--- config.mk ---
export PLATFORM = sky130hd
export DESIGN_NAME = mpsw_queue
export DESIGN_NICKNAME = d
export VERILOG_FILES = /design/src/rtl/core/mpsw_pkg.sv /design/src/rtl/core/mpsw_queue.sv
export SDC_FILE = /design/constraint.sdc
export NUM_CORES = 1
export LEC_CHECK = 0
export BUFFER_PORTS_ARGS = -buffer_cell sky130_fd_sc_hd__buf_2
export CAP_MARGIN = 20
export CORE_MARGIN = 10
export CORE_UTILIZATION = 25
export CTS_BUF_LIST = sky130_fd_sc_hd__clkbuf_8
export CTS_CLUSTER_DIAMETER = 100
export CTS_CLUSTER_SIZE = 8
export DETAILED_ROUTE_END_ITERATION = 7
export SETUP_SLACK_MARGIN = 0.3
export SLEW_MARGIN = 10
export SYNTH_ARGS = -nofsm -noshare
export SYNTH_HDL_FRONTEND = slang
export SYNTH_SLANG_ARGS = --single-unit
--- constraint.sdc ---
create_clock -name clk -period 4.9 [get_ports clk]
set_input_delay 0.49 -clock clk [delete_from_list [all_inputs] [get_ports clk]]
set_output_delay 0.49 -clock clk [all_outputs]
set_load 0.05 [all_outputs]
--- src/rtl/core/mpsw_pkg.sv ---
package mpsw_pkg;

  typedef struct packed {
    logic               paused;
    logic               pose_valid;
    logic signed [31:0] pos_x;
    logic signed [31:0] pos_y;
    logic               recovery_owns;
    logic               reflex_active;
    logic               goal_active;
    logic               cmd_valid;
    logic signed [15:0] cmd_vx;
    logic signed [15:0] cmd_vy;
    logic [47:0]        now_ms;
  } in_item_t;

  typedef struct packed {
    logic        error_level;
    logic [3:0]  reason_code;
    logic [47:0] stuck_ms;
  } out_item_t;

  // front classification of one item
  typedef enum logic [2:0] {
    CLS_PAUSED,
    CLS_RECOVERY,
    CLS_REFLEX,
    CLS_NOGOAL,
    CLS_NOCMD,
    CLS_CHECK
  } cls_t;

  typedef enum logic [3:0] {
    RSN_PROGRESS = 4'd0,
    RSN_PAUSED   = 4'd1,
    RSN_RECOVERY = 4'd2,
    RSN_REFLEX   = 4'd3,
    RSN_NOGOAL   = 4'd4,
    RSN_NOCMD    = 4'd5,
    RSN_SLOW     = 4'd6,
    RSN_NOPOSE   = 4'd7,
    RSN_STUCK    = 4'd8
  } reason_t;

  typedef struct packed {
    cls_t               cls;
    logic               pose_valid;
    logic signed [31:0] pos_x;
    logic signed [31:0] pos_y;
    logic signed [15:0] cmd_vx;
    logic signed [15:0] cmd_vy;
    logic [47:0]        now_ms;
  } qent_t;

  typedef struct packed {
    logic [14:0] speed_threshold;
    logic [30:0] progress_distance;
    logic [31:0] stuck_time_limit;
  } cfg_t;

  localparam int CFG_IDX_W = 2;
  localparam logic [CFG_IDX_W-1:0] CFG_SPEED_THRESHOLD   = 2'd0;
  localparam logic [CFG_IDX_W-1:0] CFG_PROGRESS_DISTANCE = 2'd1;
  localparam logic [CFG_IDX_W-1:0] CFG_STUCK_TIME_LIMIT  = 2'd2;

  localparam logic [14:0] SPEED_THRESHOLD_RST   = 15'd50;
  localparam logic [30:0] PROGRESS_DISTANCE_RST = 31'd100;
  localparam logic [31:0] STUCK_TIME_LIMIT_RST  = 32'd5000;
  localparam logic [29:0] SPEED_SQ_RST          = 30'd2500;
  localparam logic [61:0] DIST_SQ_RST           = 62'd10000;

  localparam int QUEUE_DEPTH = 4;

endpackage

--- src/rtl/core/mpsw_queue.sv ---
module mpsw_queue #(
  parameter int DEPTH = mpsw_pkg::QUEUE_DEPTH
) (
  input  logic             clk,
  input  logic             rst_n,
  input  logic             push,
  input  mpsw_pkg::qent_t  push_data,
  output logic             full,
  input  logic             pop,
  output logic             empty,
  output mpsw_pkg::qent_t  head
);

  localparam int PTR_W = $clog2(DEPTH);
  localparam int CNT_W = $clog2(DEPTH + 1);

  mpsw_pkg::qent_t  mem_r [DEPTH];
  logic [PTR_W-1:0] wr_ptr_r, wr_ptr_nxt;
  logic [PTR_W-1:0] rd_ptr_r, rd_ptr_nxt;
  logic [CNT_W-1:0] count_r, count_nxt;

  assign full  = (count_r == CNT_W'(DEPTH));
  assign empty = (count_r == '0);
  assign head  = mem_r[rd_ptr_r];

  always_comb begin
    wr_ptr_nxt = wr_ptr_r;
    rd_ptr_nxt = rd_ptr_r;
    if (push) begin
      wr_ptr_nxt = (wr_ptr_r == PTR_W'(DEPTH - 1)) ? '0 : wr_ptr_r + 1'b1;
    end
    if (pop) begin
      rd_ptr_nxt = (rd_ptr_r == PTR_W'(DEPTH - 1)) ? '0 : rd_ptr_r + 1'b1;
    end
    case ({push, pop})
      2'b10:   count_nxt = count_r + 1'b1;
      2'b01:   count_nxt = count_r - 1'b1;
      default: count_nxt = count_r;
    endcase
  end

  always_ff @(posedge clk) begin
    if (!rst_n) begin
      wr_ptr_r <= '0;
      rd_ptr_r <= '0;
      count_r  <= '0;
    end else begin
      wr_ptr_r <= wr_ptr_nxt;
      rd_ptr_r <= rd_ptr_nxt;
      count_r  <= count_nxt;
    end
  end

  always_ff @(posedge clk) begin
    if (push) begin
      mem_r[wr_ptr_r] <= push_data;
    end
  end

endmodule

==> results by group, run 1 <==
Synthesis
  • Synth Net Count: 979
  • Register area share after synthesis: 81.9%
  • Seq cells post-synth: 601
  • Gate Count Post-Synth: 820
  • Adder-cell share of the synthesized area: 0.433%
  • Synth Cell Area: 0.0219 mm2
  • Synth Area in XOR/XNOR: 0.0798%
  • Ys Warns: 0
  • Synth async-reset ratio: 0%
  • Synth Area in Compound Gates: 0.137%
  • Simple logic cell fraction of the synthesized area: 0.451%
  • Mux share of post-synthesis cell area: 15.3%
  • Main synth FF type: edfxtp_1
  • Main combinational cell family by area after synthesis: multiplexers
  • Unique masters post-synth: 27
  • Syn Area/Cell: 26.8 um2
  • Post-synth EDFFs: 592

Clock network
  • Clock sink count: 601
  • H-tree depth: 3
  • CTS tree: built
  • Clk buf depth: 3
  • Num CTS Buffers: 85
  • Postcts setup bufs: 0
  • Clock slew seen by the registers of the worst setup and hold paths: 0.07 ns
  • CTS root buf: clkbuf_8
  • Worst-Skew Late Latency: 0.67 ns

Finish
  • NumNets Final: 1,495
  • Final Cell Area: 0.0276 mm2
  • Commonest non-fill, non-tap cell in the layout: edfxtp_1
  • Layout cells sized above 1: 41.1%
  • Area growth syn-to-layout: 25.7%
  • Fillers: 8,276
  • Commonest cells after routing, fill and taps aside: edfxtp_1, buf_2, mux4_2, dlygate4sd3_1, clkbuf_8

Route
  • Routed WL per cell: 19.3 um
  • Initial DRT Pass Iterations: 4
  • Vias per inst: 4.13
  • Initial detailed-routing violation count: 812
  • Post-DRT Antenna Nets: 0
  • DRC: 0
  • Final wirelength: 48,700 um
  • Vias: 10,400

Die
  • Core area: 0.0869 mm2
  • Die area: 0.100 mm2
  • Initial Utilization: 25.2%
  • Chip height: 316 um
  • Io pins: 302
  • Row cnt: 108
  • Die X-Extent: 316 um

Timing
  • Worst-Margin Slew: 0.951 ns
  • Final hold vios: 0
  • Slew Limit Fails: 0
  • # setup viols final: 0
  • Setup ws final: 1.56 ns
  • Part of the cycle the worst path needs: 68.3%
  • F_max: 299 MHz
  • Period minus WS final: 3.34 ns
  • Unrepaired setup endpoints after global routing: no
  • Final setup TNS: 0 ns
  • Slew HR: 36.6%
  • Setup Skew: 0.0416 ns

Place
  • Count of buffers from port buffering: 301
  • HPWL Detailed: 29,000 um
  • Placer Congestion: 0.682
  • Post-DP Area: 0.0247 mm2
  • Pre-CTS WS: 2.18 ns

Global routing
  • Initial antenna violation count: 7
  • First-pass GRT wire length: 73,100 um
  • Grt total ovfl: 0
  • Vias in the first global route: 11,800
  • GRT Overall Usage: 9.65%
  • Largest net degree at the start of global routing: 69

Pwr
  • Power Total: 10.8 mW
  • Static leakage: 9.14 nW
  • P per Cell Area: 393 mW/mm2
  • Maximum vdd drop: 0.275 mV

Job
  • Max-cap viol count: 0

Setup path
  • Arr. time, crit path: 2.85 ns
  • Slack of the worst reg-to-reg path: 2.53 ns
  • WS Path Type: reg -> out
  • Setup crit start kind: register
  • Critical path required time: 4.41 ns
  • Reg2reg path depth: 4
  • CP Capture Type: primary output
  • Worst r2r src: wr_ptr_r[0]
  • Crit-path max FO: 50
  • CP endpoint: head[38]
  • R2R Path End: mem_r[2][45]

Worst hold path
  • Hold Path Class: in -> reg
  • Hold path start: push_data[87]

Outcome
  • Outcome: finished clean
layer usage:
| metal | part of all wire (%) | global-route usage (%) | up-vias |
|---|---|---|---|
| met1 | 41 | 11.5 | 5457 |
| li1 | - | - | 4559 |
| met4 | 3.0 | 4.23 | 8 |
| met2 | 49 | 15.9 | 292 |
| met3 | 6.7 | 2.99 | 100 |
| met5 | 0.12 | 0 | - |
report_power, final:
group	switching [mW]	internal, mW	total (mW)	leakage (nW)
Clock	1.74	1.64	3.38	0.790
Sequential	0.0680	5.87	5.94	5.51
Combinational	1.02	0.483	1.51	2.84
Total	2.84	7.99	10.8	9.14
cell usage after synthesis (all sizes together) (2+ instances only):
cell    instances  area [um2]
edfxtp        592       17800
o21ai           2        10.0
mux2i           2        20.0
mux4          148        3330
nor3b           2        15.0
dfxtp           9         180
ha              6        75.1
and2            6        37.5
buf            32         360
inv             6        22.5
nor2b           4        25.0
sequential cells by signal (all words and copies together), names as in the netlist, named ones only:
name	count
wr_ptr_r	2
mem_r	592
count_r	3
rd_ptr_r	2
timing repair:
item | 4_1_cts | 5_1_grt
hold buffers | 147 | 0
gates resized for setup | 0 | 0
endpoints found under the hold margin | 588 | 0
metrics by stage:
step / std cells / hold WS [ns] / util, %
floorplan: 820 / 0.473 / -
global placement: 2257 / 0.485 / 28.5
detailed placement: 2257 / 0.517 / 28.5
CTS: 2521 / 0.00224 / 31.7
global route: 2523 / 0.0368 / 31.7
finish: 2525 / 0.106 / 31.7
worst min path at each step:
| stage | end | slack [ns] | cells past startpoint |
|---|---|---|---|
| after floorplan | count_r[2] | 0.47 | 2 |
| after global placement | count_r[2] | 0.49 | 2 |
| after detailed placement | count_r[2] | 0.52 | 2 |
| after CTS | mem_r[0][87] | 0.002 | 1 |
| after global routing | mem_r[2][87] | 0.04 | 1 |
| final | mem_r[2][87] | 0.11 | 1 |
final cells by class:
cell class	count	area, um2	share of cell area (%)
inverter	6	22.5	0.0817
timing repair buffer	462	3170	11.5
clock buffer	89	1220	4.44
sequential	601	18000	65.2
clock inverter	28	126	0.458
antenna	4	10.0	0.0363
multi-input combinational	180	3600	13.1
tap	1155	1450	5.24
cell families (layout without fill, tap and decap cells):
group / Yosys count / count (layout)
xor gates and xnor gates: 2 / 2
buffers and inverters: 39 / 585
DFF: 601 / 601
other: 0 / 4
AOI/OAI and AO/OA: 5 / 5
adders and majority gates: 7 / 7
and+or+nand+nor: 16 / 16
muxes: 150 / 150
worst max-delay path, cell delays in order, from the launching register on:
cell,delay (ns)
dfxtp_4,0.93
buf_4,0.56
mux4_2,0.42
buf_2,0.24
(Power assumes the default switching activity.)
==> run 2: changes to the inputs <==
--- a/config.mk
+++ b/config.mk
@@ -5,6 +5,7 @@
 export SDC_FILE = /design/constraint.sdc
 export NUM_CORES = 1
 export LEC_CHECK = 0
+export ABC_AREA = 1
 export BUFFER_PORTS_ARGS = -buffer_cell sky130_fd_sc_hd__buf_2
 export CAP_MARGIN = 20
 export CORE_MARGIN = 10
==> constraint.sdc (replaced) <==
create_clock -name clk -period 3.3 [get_ports clk]
set_input_delay 0.33 -clock clk [delete_from_list [all_inputs] [get_ports clk]]
set_output_delay 0.33 -clock clk [all_outputs]
set_load 0.05 [all_outputs]
==> run 2 against run 1 <==
Effect of this change: global-route usage is 1.6 points higher; final cell count is 25% higher; via count is 38% higher; total power is 55% higher; flip-flop and latch count stayed put; utilization is 0.17 points higher; sequential share of layout area is 1.6 points lower; cell area is 2.6% higher; sequential power is 48% higher; die area is 2.0% higher.
==> results by group, run 2 <==
Outcome
  • Outcome: finished clean

Finish
  • Commonest cells after routing, fill and taps aside: edfxtp_1, nor2_1, buf_2, o21ai_0, dlygate4sd3_1
  • Fin util: 31.9% (+0.17 points)
  • Layout cells sized above 1: 22.6% (-18 points)
  • Final Non-Filler Cells: 3,164 (+25%)
  • Largest registers: mem_r (592), count_r (3)
  • Commonest non-fill, non-tap cell in the layout: edfxtp_1
  • Area growth syn-to-layout: 26.2%
  • Final Cell Area: 0.0283 mm2 (+2.6%)
  • NumNets Final: 2,131 (+43%)
  • Biggest register: mem_r
  • Max reg flops: 592 (unchanged)

Timing
  • Final setup TNS: 0 ns (unchanged)
  • Final hold vios: 0 (unchanged)
  • Hold_ws: 0.357 ns (+0.252 ns)
  • Worst-Margin Slew: 1.12 ns (+0.173 ns)
  • Setup Skew: 0.0534 ns (+0.0117 ns)
  • Period minus WS final: 2.82 ns
  • Setup ws final: 0.479 ns (-1.08 ns)
  • Slew Limit Fails: 0 (unchanged)
  • F_max: 355 MHz
  • Slew HR: 25.0% (-12 points)
  • # setup viols final: 0 (unchanged)
  • Part of the cycle the worst path needs: 85.5%
  • Unrepaired setup endpoints after global routing: no

Pwr
  • Static leakage: 9.72 nW (+6.4%)
  • Power Total: 16.7 mW (+55%)
  • P per Cell Area: 592 mW/mm2 (+51%)
  • Maximum vdd drop: 0.392 mV (+43%)

Die
  • Chip height: 319 um (+0.98%)
  • Die area: 0.102 mm2 (+2.0%)
  • Die X-Extent: 319 um (+0.98%)
  • Core area: 0.0886 mm2 (+2.0%)
  • Io pins: 302 (unchanged)
  • Row cnt: 109 (+0.93%)
  • Initial Utilization: 25.3% (about the same)

Job
  • Max-cap viol count: 0 (unchanged)

Setup path
  • Setup crit start kind: register
  • Arr. time, crit path: 2.49 ns (-0.36 ns)
  • CP Capture Type: primary output
  • CP max-delay cell: dfxtp_4
  • Max incr delay on CP: 0.39 ns (-0.54 ns)
  • Crit-path max FO: 44 (-12%)
  • Critical path required time: 2.97 ns (-1.44 ns)
  • Crit-path cells: inv_8, buf_12, o21ai_0, o22ai_1, buf_2
  • WS Path Type: reg -> out
  • Worst r2r src: wr_ptr_r[0]

Clock network
  • CTS tree: built
  • Clk buf depth: 3 (unchanged)
  • Clock sink count: 601 (unchanged)
  • Clock slew seen by the registers of the worst setup and hold paths: 0.07 ns (about the same)
  • CTS root buf: clkbuf_8
  • Worst-Skew Late Latency: 0.71 ns (+0.04 ns)
  • H-tree depth: 3 (unchanged)
  • Num CTS Buffers: 86 (+1.2%)

Route
  • Routed WL per cell: 19.2 um (-0.52%)
  • Vias: 14,400 (+38%)
  • Initial detailed-routing violation count: 1,251 (+54%)
  • Post-DRT Antenna Nets: 0 (unchanged)
  • Initial DRT Pass Iterations: 5 (+1)
  • DRC: 0 (unchanged)
  • Final wirelength: 60,700 um (+25%)
  • Vias per inst: 4.54 (+10%)

Place
  • DP Cell Count: 2,887 (+28%)
  • Pre-CTS WS: 0.868 ns (-1.31 ns)
  • Post-DP Area: 0.0252 mm2 (+1.8%)
  • Count of buffers from port buffering: 301 (unchanged)
  • HPWL Detailed: 33,800 um (+17%)
  • Placer Congestion: 0.713 (+4.5%)

Synthesis
  • Synth async-reset ratio: 0% (unchanged)
  • Yosys top cell by area: edfxtp_1
  • Most numerous cell in the Yosys netlist: edfxtp_1
  • Yosys top cell area share: 79.4% (-1.7 points)
  • Ys Warns: 0 (unchanged)
  • Synth Net Count: 1,650 (+69%)
  • Post-synth top cells: edfxtp_1, nor2_1, o21ai_0
  • Gate Count Post-Synth: 1,491 (+82%)
  • Synth area leaders: edfxtp_1, o21ai_0, nor2_1
  • Syn Area/Cell: 15.0 um2 (-44%)
  • Seq cells post-synth: 601 (unchanged)
  • Main synth FF type: edfxtp_1
  • Register area share after synthesis: 80.2% (-1.7 points)
  • Post-synth EDFFs: 592 (unchanged)
  • Synth Cell Area: 0.0224 mm2 (+2.1%)
  • Unique masters post-synth: 22 (-19%)

Global routing
  • Grt total ovfl: 0 (unchanged)
  • Vias in the first global route: 15,000 (+28%)
  • GRT Overall Usage: 11.3% (+1.6 points)
  • Largest net degree at the start of global routing: 99 (+43%)
  • First-pass GRT wire length: 89,300 um (+22%)
  • Initial antenna violation count: 5 (-2)

Worst hold path
  • Hold Path Class: in -> reg
  • Hold path start: push_data[121]
[run 2: cell types whose count changed in the layout (fill, tap and decap cells not counted), moves of 5 or more]
cell           before  now
o21ai_1             0   38
dlygate4sd3_1     147  153
buf_4               7   15
inv_1              31   26
clkinvlp_4          0    5
o21ai_0             2  262
o22ai_1             0  147
nor2_1              0  301
mux4_2            148    0
buf_12              7   16
[run 2: layout make-up]
| cell class | count | area (um2) |
|---|---|---|
| clock buffers | 87 | 1200 |
| repair buffers | 490 | 3590 |
| diodes | 3 | 7.51 |
| well taps | 1165 | 1460 |
| multi-input cells | 775 | 3760 |
| clock inverters | 25 | 179 |
| flip-flops and latches | 601 | 18000 |
| fillers | 8637 | 60400 |
| inverters | 18 | 116 |
[run 2: per-layer routing]
metal,global-route usage [%],vias up,wire length (um)
met3,3.52,96,4800
met2,18.9,510,29500
met1,13.7,7188,25100
met5,0,-,27
li1,-,6569,-
met4,3.77,4,1210
[run 2: power breakdown]
part	leakage (nW)	internal [mW]	switching (mW)
logic	3.44	0.686	2.05
clock network	0.762	2.48	2.71
registers	5.51	8.73	0.0780
[run 2: final timing paths]
| path | slack (ns) | cells past startpoint | end |
|---|---|---|---|
| setup / recovery | 0.48 | 5 | head[56] |
| hold reg to reg | 0.53 | 2 | register |
| hold / removal | 0.36 | 2 | mem_r[1][121] |
| setup reg to reg | 0.86 | 6 | mem_r[0][38] |
[run 2: kinds of logic after synthesis]
group	Yosys count	synth area share, %
AOI/OAI and AO/OA	453	10.9
adders and majority gates	7	0.425
buffers and inverters	115	3.14
DFF	601	80.2
and+or+nand+nor	315	5.32
[run 2: worst max-delay path, delay by kind of cell, from the launching register on]
family          cells  cell delay [ns]
compound gates      2             0.46
buf+inv             3             0.87
flops               1             0.39
[run 2: repair_timing]
action	in CTS	in global routing
buffers inserted	3	4
hold buffers	153	0
gates cloned	1	1
setup endpoints to repair	125	3
endpoints found under the hold margin	599	0
resized for setup	5	3
==> run 3: changes to the inputs <==
--- a/config.mk
+++ b/config.mk
@@ -5,15 +5,15 @@
 export SDC_FILE = /design/constraint.sdc
 export NUM_CORES = 1
 export LEC_CHECK = 0
-export ABC_AREA = 1
 export BUFFER_PORTS_ARGS = -buffer_cell sky130_fd_sc_hd__buf_2
 export CAP_MARGIN = 20
 export CORE_MARGIN = 10
-export CORE_UTILIZATION = 25
+export CORE_UTILIZATION = 59
 export CTS_BUF_LIST = sky130_fd_sc_hd__clkbuf_8
 export CTS_CLUSTER_DIAMETER = 100
 export CTS_CLUSTER_SIZE = 8
 export DETAILED_ROUTE_END_ITERATION = 7
+export PLACE_DENSITY = 0.82
 export SETUP_SLACK_MARGIN = 0.3
 export SLEW_MARGIN = 10
 export SYNTH_ARGS = -nofsm -noshare
==> run 3 against run 2 <==
Effect of this change: worst hold slack got worse by 0.24 ns; first-iteration DRC count fell by 32%; non-clock buffer count fell by 4; setup slack improved by 0.064 ns; sequential share of layout area rose by 3.3 points; critical path type unchanged; clock power fell by 6.2%; cell area fell by 5.0%; total power fell by 4.5%; routed wire length fell by 19%.
==> results by group, run 3 (same netlist as run 1, synthesis figures left out) <==
Pwr
  • Sw Ratio: 26.1% (-2.9 points)
  • Power Total: 16.0 mW (-4.5%)
  • Static leakage: 9.17 nW (-5.7%)
  • Seq pwr share: 55.1% (+2.5 points)
  • Sw power: 4.17 mW (-14%)
  • Combinational Power Share: 14.4% (-2.0 points)
  • Internal Power: 11.8 mW (-0.68%)
  • Maximum vdd drop: 0.465 mV (+18%)
  • Clock power frac: 30.5% (-0.5 points)
  • P per Cell Area: 595 mW/mm2 (+0.52%)

Route
  • Post-DRT Antenna Nets: 0 (unchanged)
  • Vias per inst: 5.90 (+30%)
  • DRC: 0 (unchanged)
  • Initial detailed-routing violation count: 846 (-32%)
  • Routed WL per cell: 26.7 um (+39%)
  • Vias: 10,900 (-24%)
  • Initial DRT Pass Iterations: 5 (unchanged)
  • Final wirelength: 49,200 um (-19%)

Timing
  • Final hold vios: 0 (unchanged)
  • Worst-Margin Slew: 0.792 ns (-0.332 ns)
  • Part of the cycle the worst path needs: 83.5% (-1.9 points)
  • Setup Skew: 0.0176 ns (-0.0358 ns)
  • Setup ws final: 0.543 ns (+0.0638 ns)
  • # setup viols final: 0 (unchanged)
  • Period minus WS final: 2.76 ns (-0.0638 ns)
  • Slew Limit Fails: 0 (unchanged)
  • Slew HR: 47.2% (+22 points)
  • Unrepaired setup endpoints after global routing: no
  • Final setup TNS: 0 ns (unchanged)
  • Hold_ws: 0.114 ns (-0.244 ns)
  • F_max: 363 MHz (+2.3%)

Clock network
  • Postcts setup bufs: 0 (-3)
  • CTS root buf: clkbuf_8
  • Post-CTS resize count: 0 (-5)
  • Clock sink count: 601 (unchanged)
  • Clk buf depth: 3 (unchanged)
  • Clock slew seen by the registers of the worst setup and hold paths: 0.08 ns (about the same)
  • CTS tree: built
  • Worst-Skew Late Latency: 0.63 ns (-0.08 ns)
  • H-tree depth: 3 (unchanged)
  • Num CTS Buffers: 85 (-1.2%)
  • Cts hold-fix bufs: 149 (-2.6%)

Die
  • Row cnt: 70 (-36%)
  • Die area: 0.0453 mm2 (-56%)
  • Chip height: 213 um (-33%)
  • Initial Utilization: 59.9% (+35 points)
  • Io pins: 302 (unchanged)
  • Die X-Extent: 213 um (-33%)
  • Core area: 0.0366 mm2 (-59%)

Global routing
  • Met3 usage: 5.57% (+2.1 points)
  • M2 GR Usage: 37.3% (+18 points)
  • Largest net degree at the start of global routing: 56 (-43%)
  • Grt total ovfl: 0 (unchanged)
  • Most Crowded Layer GR: met2
  • Initial antenna violation count: 3 (-2)
  • GRT Overall Usage: 22.1% (+11 points)
  • Vias in the first global route: 11,900 (-21%)
  • First-pass GRT wire length: 73,800 um (-17%)
  • Grt met1 use: 27.0% (+13 points)

Finish
  • Largest registers: mem_r (592), count_r (3)
  • Fillers: 1,963 (-77%)
  • Final Non-Filler Cells: 1,844 (-42%)
  • Commonest non-fill, non-tap cell in the layout: edfxtp_1
  • Area growth syn-to-layout: 22.4%
  • Commonest cells after routing, fill and taps aside: edfxtp_1, buf_2, dlygate4sd3_1, mux4_2, clkbuf_8
  • Fin util: 73.4% (+41 points)
  • NumNets Final: 1,519 (-29%)
  • Biggest register: mem_r
  • Final Cell Area: 0.0269 mm2 (-5.0%)
  • Max reg flops: 592 (unchanged)
  • Layout cells sized above 1: 42.5% (+20 points)

Place
  • Count of buffers from port buffering: 301 (unchanged)
  • Post-DP Area: 0.0241 mm2 (-4.4%)
  • DP Cell Count: 1,592 (-45%)
  • HPWL Detailed: 28,900 um (-15%)
  • Placer Congestion: 0.752 (+5.5%)
  • Pre-CTS WS: 1.18 ns (+0.312 ns)

Setup path
  • CP Capture Type: primary output
  • WS Path Type: reg -> out
  • Setup crit start kind: register
  • Crit-path max FO: 17 (-61%)
  • Arr. time, crit path: 2.43 ns (-0.06 ns)
  • Critical path required time: 2.97 ns (about the same)

Worst hold path
  • Hold Path Class: in -> reg

Job
  • Max-cap viol count: 0 (unchanged)

Outcome
  • Outcome: finished clean
==> run 3: cell count changes in the layout (fill, tap and decap cells not counted), moves of 5 or more <==
cell     previous run  this run
o22ai_1           147         0
buf_4              15        25
inv_1              26        14
buf_12             16        11
o21ai_0           262         2
mux4_2              0       148
o21ai_1            38         0
nor2_1            301         0
==> run 3: cell type report <==
class / instances / area (um2) / share of cell area, %
antenna: 3 / 7.51 / 0.0279
clock buffer: 87 / 1200 / 4.46
clock inverter: 13 / 71.3 / 0.266
inverter: 6 / 22.5 / 0.0838
multi-input combinational: 180 / 3600 / 13.4
sequential: 601 / 18000 / 66.9
tap: 468 / 586 / 2.18
timing repair buffer: 486 / 3410 / 12.7
==> run 3: worst max-delay path: stages (launching register included) <==
cell	delay, ns
dfxtp_4	0.58
buf_4	0.37
mux4_2	0.60
buf_2	0.24
==> run 3: metal layers <==
metal / routed length (um) / part of all wire (%) / vias up
met2: 26300 / 54 / 517
met3: 3900 / 7.9 / 82
met5: 7 / 0.014 / -
li1: - / - / 4599
met4: 1330 / 2.7 / 2
met1: 17600 / 36 / 5685
==> run 3: power by group through the flow <==
stage,combinational (mW),sequential (mW),clock [mW]
5_1_grt,2.41,8.83,5.28
2_1_floorplan,1.57,8.93,0
3_3_place_gp,2.11,8.94,0
6_report,2.30,8.81,4.87
3_5_place_dp,2.14,8.96,0
4_1_cts,2.30,8.81,4.94
==> run 3: worst paths after layout <==
check                    from       endpoint  slack [ns]  depth (start not counted)
setup / recovery     register      head[126]        0.54                          3
hold / removal            pop       register        0.11                          3
setup reg to reg  wr_ptr_r[0]  mem_r[0][131]        1.29                          4
hold reg to reg    count_r[2]     count_r[2]        0.57                          2
